$ cat src/design/rcd_ram.sv
// Generic single-write, single-read RAM with registered read data.
module rcd_ram #(
	parameter int unsigned WIDTH = 8,
	parameter int unsigned DEPTH = 16
) (
	input  logic                     clk,
	input  logic                     we,
	input  logic [$clog2(DEPTH)-1:0] waddr,
	input  logic [WIDTH-1:0]         wdata,
	input  logic [$clog2(DEPTH)-1:0] raddr,
	output logic [WIDTH-1:0]         rdata
);
	logic [WIDTH-1:0] mem [DEPTH];

	always_ff @(posedge clk) begin
		if (we) begin
			mem[waddr] <= wdata;
		end
		rdata <= mem[raddr];
	end
endmodule

$ cat config.mk
export PLATFORM = sky130hd
export DESIGN_NAME = rcd_ram
export DESIGN_NICKNAME = d
export VERILOG_FILES = /design/src/design/rcd_ram.sv
export SDC_FILE = /design/constraint.sdc
export NUM_CORES = 1
export LEC_CHECK = 0
export CAP_MARGIN = 20
export CORE_MARGIN = 2
export CORE_UTILIZATION = 58
export CTS_CLUSTER_SIZE = 20
export DETAILED_ROUTE_END_ITERATION = 10
export DONT_BUFFER_PORTS = 1
export GPL_TIMING_DRIVEN = 0
export HOLD_SLACK_MARGIN = 0.06
export PLACE_DENSITY_LB_ADDON = 0.15
export SYNTH_ARGS = -nofsm -noshare
export SYNTH_HDL_FRONTEND = slang
export SYNTH_SLANG_ARGS = --single-unit
$ cat constraint.sdc
create_clock -name clk -period 2.2 [get_ports clk]
set_clock_uncertainty 0.2 [all_clocks]
set_input_delay 0.22 -clock clk [delete_from_list [all_inputs] [get_ports clk]]
set_output_delay 0.22 -clock clk [all_outputs]
set_load 0.005 [all_outputs]
# == Word-level counts from Yosys, hierarchy flattened ==
# Memory sizes are Yosys's and may differ from the RTL's. A register that Yosys moved wholly into a read port is not among the register bits.
# Cells that the tools add are included.
# totals
n_memories,1
mem_bits_rw,128
reg_bits,0
output_inout_bits,8
# classes
n_mux,2
# memory_table
name,depth,width,read_ports,rd_clocked_by_memory_dff,wr,line_no,text
mem,16,8,1,1,1,13,logic [WIDTH-1:0] mem [DEPTH];
# ops
cell,n
1-bit two-way mux,2

# == Depth between registers and ports, before layout ==
# depth
depth_word,2
ltp_mapped,5

# == Least setup slack after synthesis ==
# Ideal clock, no wire load.
# synth_timing
kind,input port to flip-flop
from,input waddr[2]
to,memory mem[0][0] (enable)
setup_ns,0.383
path_stages,2
setup_slack_ns,0.287
t_required_ns,1.617
arrival_ns,1.330
n_path_buf,0
path_cell_list,or3b_2 nor3_1
# synth_rtl
item,line_no,text
start: declaration,8,"input logic [$clog2(DEPTH)-1:0] waddr,"
end: declaration,13,
# Straight into the memory's write port.

==> reports/qor.json <==
{
  "synth.top_cells.by_count": {"value": "edfxtp_1 (128), mux4_2 (18), a22oi_1 (16)"},
  "grtUsageTotal": {"value": 22.24, "unit": "%"},
  "period_minus_slack": {"value": 2.056, "unit": "ns"},
  "vias_in_the_first_global_route": {"value": 2431},
  "area_growth": {"value": 18.57, "unit": "%"},
  "clock_tree.root_cell": {"value": "clkbuf_8"},
  "wl_met3": {"value": 574, "unit": "um"},
  "setup.worst_path.class": {"value": "primary input to register"},
  "cts_max_path_buffers": {"value": 2},
  "report.power.total": {"value": 5.859, "unit": "mW"},
  "post_dp_cell_area": {"value": 5305, "unit": "um2"},
  "floorplan.io_pins": {"value": 26},
  "pin_count_of_the_biggest_net_entering_global_routing": {"value": 17},
  "final_slew_violations": {"value": 0},
  "synthesis.yosys.warnings": {"value": 0},
  "post_drt_via_cell_ratio": {"value": 6.056},
  "die_h": {"value": 98.21, "unit": "um"},
  "adder_cell_fraction_of_synth_area": {"value": 0, "unit": "%"},
  "synth-compound-area-share": {"value": 2.333, "unit": "%"},
  "cts_tree": {"value": "done"},
  "fp-row-count": {"value": 34},
  "hold_violations": {"value": 0},
  "detailedRoute.firstIterationViolations": {"value": 258},
  "port-buffer-count": {"value": 0},
  "synth_seq_cells": {"value": 136},
  "maxUsedRoutingLayer": {"value": "met4"},
  "initial_standard_cell_utilization_of_the_core": {"value": 59.31, "unit": "%"},
  "drt_pre_antenna_iters": {"value": 4},
  "grt_pass1_wl": {"value": 14770, "unit": "um"},
  "vias": {"value": 2392},
  "design.final.nets": {"value": 292},
  "largest_family_of_logic_cells_by_synthesized_area": {"value": "multiplexers"},
  "worstSkewPairLatency": {"value": 0.52, "unit": "ns"},
  "final_design_area_no_fill": {"value": 6103, "unit": "um2"},
  "worstPathArrival": {"value": 2.24, "unit": "ns"},
  "ys_async_sr_fraction": {"value": 0, "unit": "%"},
  "unrepaired_setup_endpoints_after_global_routing": {"value": "no"},
  "power.density_cell_area": {"value": 960.0, "unit": "nW/um2"},
  "cp_max_fo": {"value": 5},
  "fillCellCount": {"value": 537},
  "synthMuxAreaShare": {"value": 15.02, "unit": "%"},
  "place_congestion": {"value": 0.6857},
  "worstPathRequired": {"value": 2.39, "unit": "ns"},
  "ys_seq_area_share": {"value": 77.78, "unit": "%"},
  "netlist_area": {"value": 5147, "unit": "um2"},
  "synth.net_count": {"value": 247},
  "synth_enable_flop_cells": {"value": 128},
  "maxCapViolations": {"value": 0},
  "yosys.area_share.simple": {"value": 3.184, "unit": "%"},
  "timing.fmax": {"value": 486.5, "unit": "MHz"},
  "worstSetupStartpointType": {"value": "primary input"},
  "post-route-period-util": {"value": 93.44, "unit": "%"},
  "ant_cells": {"value": 0},
  "coreArea": {"value": 8678, "unit": "um2"},
  "die_area": {"value": 9644, "unit": "um2"},
  "worst_slew_pin_slew": {"value": 0.8199, "unit": "ns"},
  "wl_per_cell": {"value": 24.88, "unit": "um"},
  "met1_layer_wirelength_in_the_final_routing": {"value": 4438, "unit": "um"},
  "hold_class": {"value": "primary input to register"},
  "status": {"value": "complete, no violations"},
  "synthCells": {"value": 229},
  "clkSlewWorstSetupHoldPaths": {"value": 0.06, "unit": "ns"},
  "die_w": {"value": 98.21, "unit": "um"},
  "wirelength": {"value": 9826, "unit": "um"},
  "global_route.overflow_total": {"value": 0},
  "post-route-drc-count": {"value": 0},
  "antenna_left": {"value": 0},
  "post_synth.cell_area_avg": {"value": 22.48, "unit": "um2"},
  "max-vdd-ir-drop": {"value": 0.0006535, "unit": "V"},
  "route.met2.wl": {"value": 4698, "unit": "um"},
  "fin_worst_hold_slack": {"value": 0.07548, "unit": "ns"},
  "yosys.area_share.xor_xnor": {"value": 0, "unit": "%"},
  "critPathCaptureType": {"value": "register"},
  "yosys.area.top_type_share": {"value": 74.67, "unit": "%"},
  "timing.slew.headroom": {"value": 45.14, "unit": "%"},
  "post_synth_main_area_contributors": {"value": "edfxtp_1 (75%), mux4_2 (7.9%), mux4_1 (7.1%), dfxtp_1 (3.1%), a22oi_1 (2.3%)"},
  "numClockSinks": {"value": 136},
  "synth_most_common_cell": {"value": "edfxtp_1"},
  "antenna_found_initial": {"value": 0},
  "depth_of_the_cts_h_tree": {"value": 4},
  "postSynth.topFlopCell": {"value": "edfxtp_1"},
  "total_leakage_power": {"value": 2.033, "unit": "nW"},
  "cts_buffers": {"value": 17},
  "setup_failing_eps_final": {"value": 0},
  "cell_type_with_the_highest_aggregate_area_in_the_netlist": {"value": "edfxtp_1"},
  "count_of_cell_types_in_the_netlist": {"value": 19},
  "detailed_place_hpwl": {"value": 5842, "unit": "um"},
  "post_route_cells_drive_above_1_share": {"value": 22.30, "unit": "%"}
}
## per-layer routing
| layer | up-vias | GRT usage [%] |
|---|---|---|
| met5 | - | 0 |
| met2 | 87 | 32.30 |
| li1 | 1075 | - |
| met3 | 9 | 6.657 |
| met1 | 1221 | 32.66 |
| met4 | 0 | 8.535 |
## sequential cells by signal (all words and copies together), names as in the netlist
name and cells:
mem 128, rdata 8
## through the flow
step / utilization (%) / setup slack (ns) / TNS [ns] / cells
2_1_floorplan: - / 0.2871 / 0 / 229
5_1_grt: 70.33 / 0.09339 / 0 / 395
4_1_cts: 70.27 / 0.1537 / 0 / 394
3_3_place_gp: 60.87 / -0.1115 / -0.8897 / 337
6_report: 70.33 / 0.1443 / 0 / 395
3_5_place_dp: 61.13 / 0.2389 / 0 / 340
## cell families (layout without fill, tap and decap cells)
group	Yosys count	in the layout
flops	136	136
compound gates	16	16
simple gates	35	35
buf+inv	10	68
mux	32	32
## power by group
group / internal, mW / leakage, nW / switching, mW
logic: 0.119 / 0.536 / 0.148
clock network: 1.66 / 0.273 / 1.01
registers: 2.90 / 1.22 / 0.0178
total: 4.68 / 2.03 / 1.18
## path summary, 6_finish.rpt
path                            startpoint    endpoint  slack (ns)  depth (start not counted)
worst max-delay path              raddr[0]    rdata[0]        0.14                          6
worst min-delay path              waddr[1]  mem[14][6]        0.08                          2
worst max register to register   mem[1][0]    rdata[0]        0.20                          4
worst min register to register  mem[11][2]    rdata[2]        0.50                          3
## final cells by class
class / count / area [um2] / share of cell area (%)
flip-flops and latches: 136 / 4004 / 65.60
clock inverters: 12 / 127.6 / 2.091
repair buffers: 26 / 247.7 / 4.059
multi-input cells: 83 / 1057 / 17.32
plain buffers: 10 / 86.33 / 1.415
clock buffers: 20 / 445.4 / 7.298
well taps: 108 / 135.1 / 2.214
## worst max-delay path, cell delays in order
cell,delay [ns]
dlygate4sd3_1,0.54
buf_6,0.14
mux4_1,0.53
dlygate4sd3_1,0.56
a22oi_1,0.18
nand2_1,0.08
## what timing repair did
action / in CTS / in global routing
setup buffers: 0 / 0
endpoints found under the hold margin: 240 / 0
hold buffers: 22 / 0
gates resized for setup: 0 / 0
## cells in the final DEF (no fill, tap or decap), drive strengths merged
cell,n
clkinv,6
nor2b,1
edfxtp,128
dfxtp,8
or3b,1
nand3b,2
and2,1
nor3,4
mux4,32
nor2,13
nand2,9
nand3,1
a22oi,16
clkbuf,20
dlygate4sd3,22
bufinv,2
buf,11
clkinvlp,4
clkdlybuf4s25,3
nand2b,2
and2b,1
No activity file was read; power rests on OpenSTA's default activity.
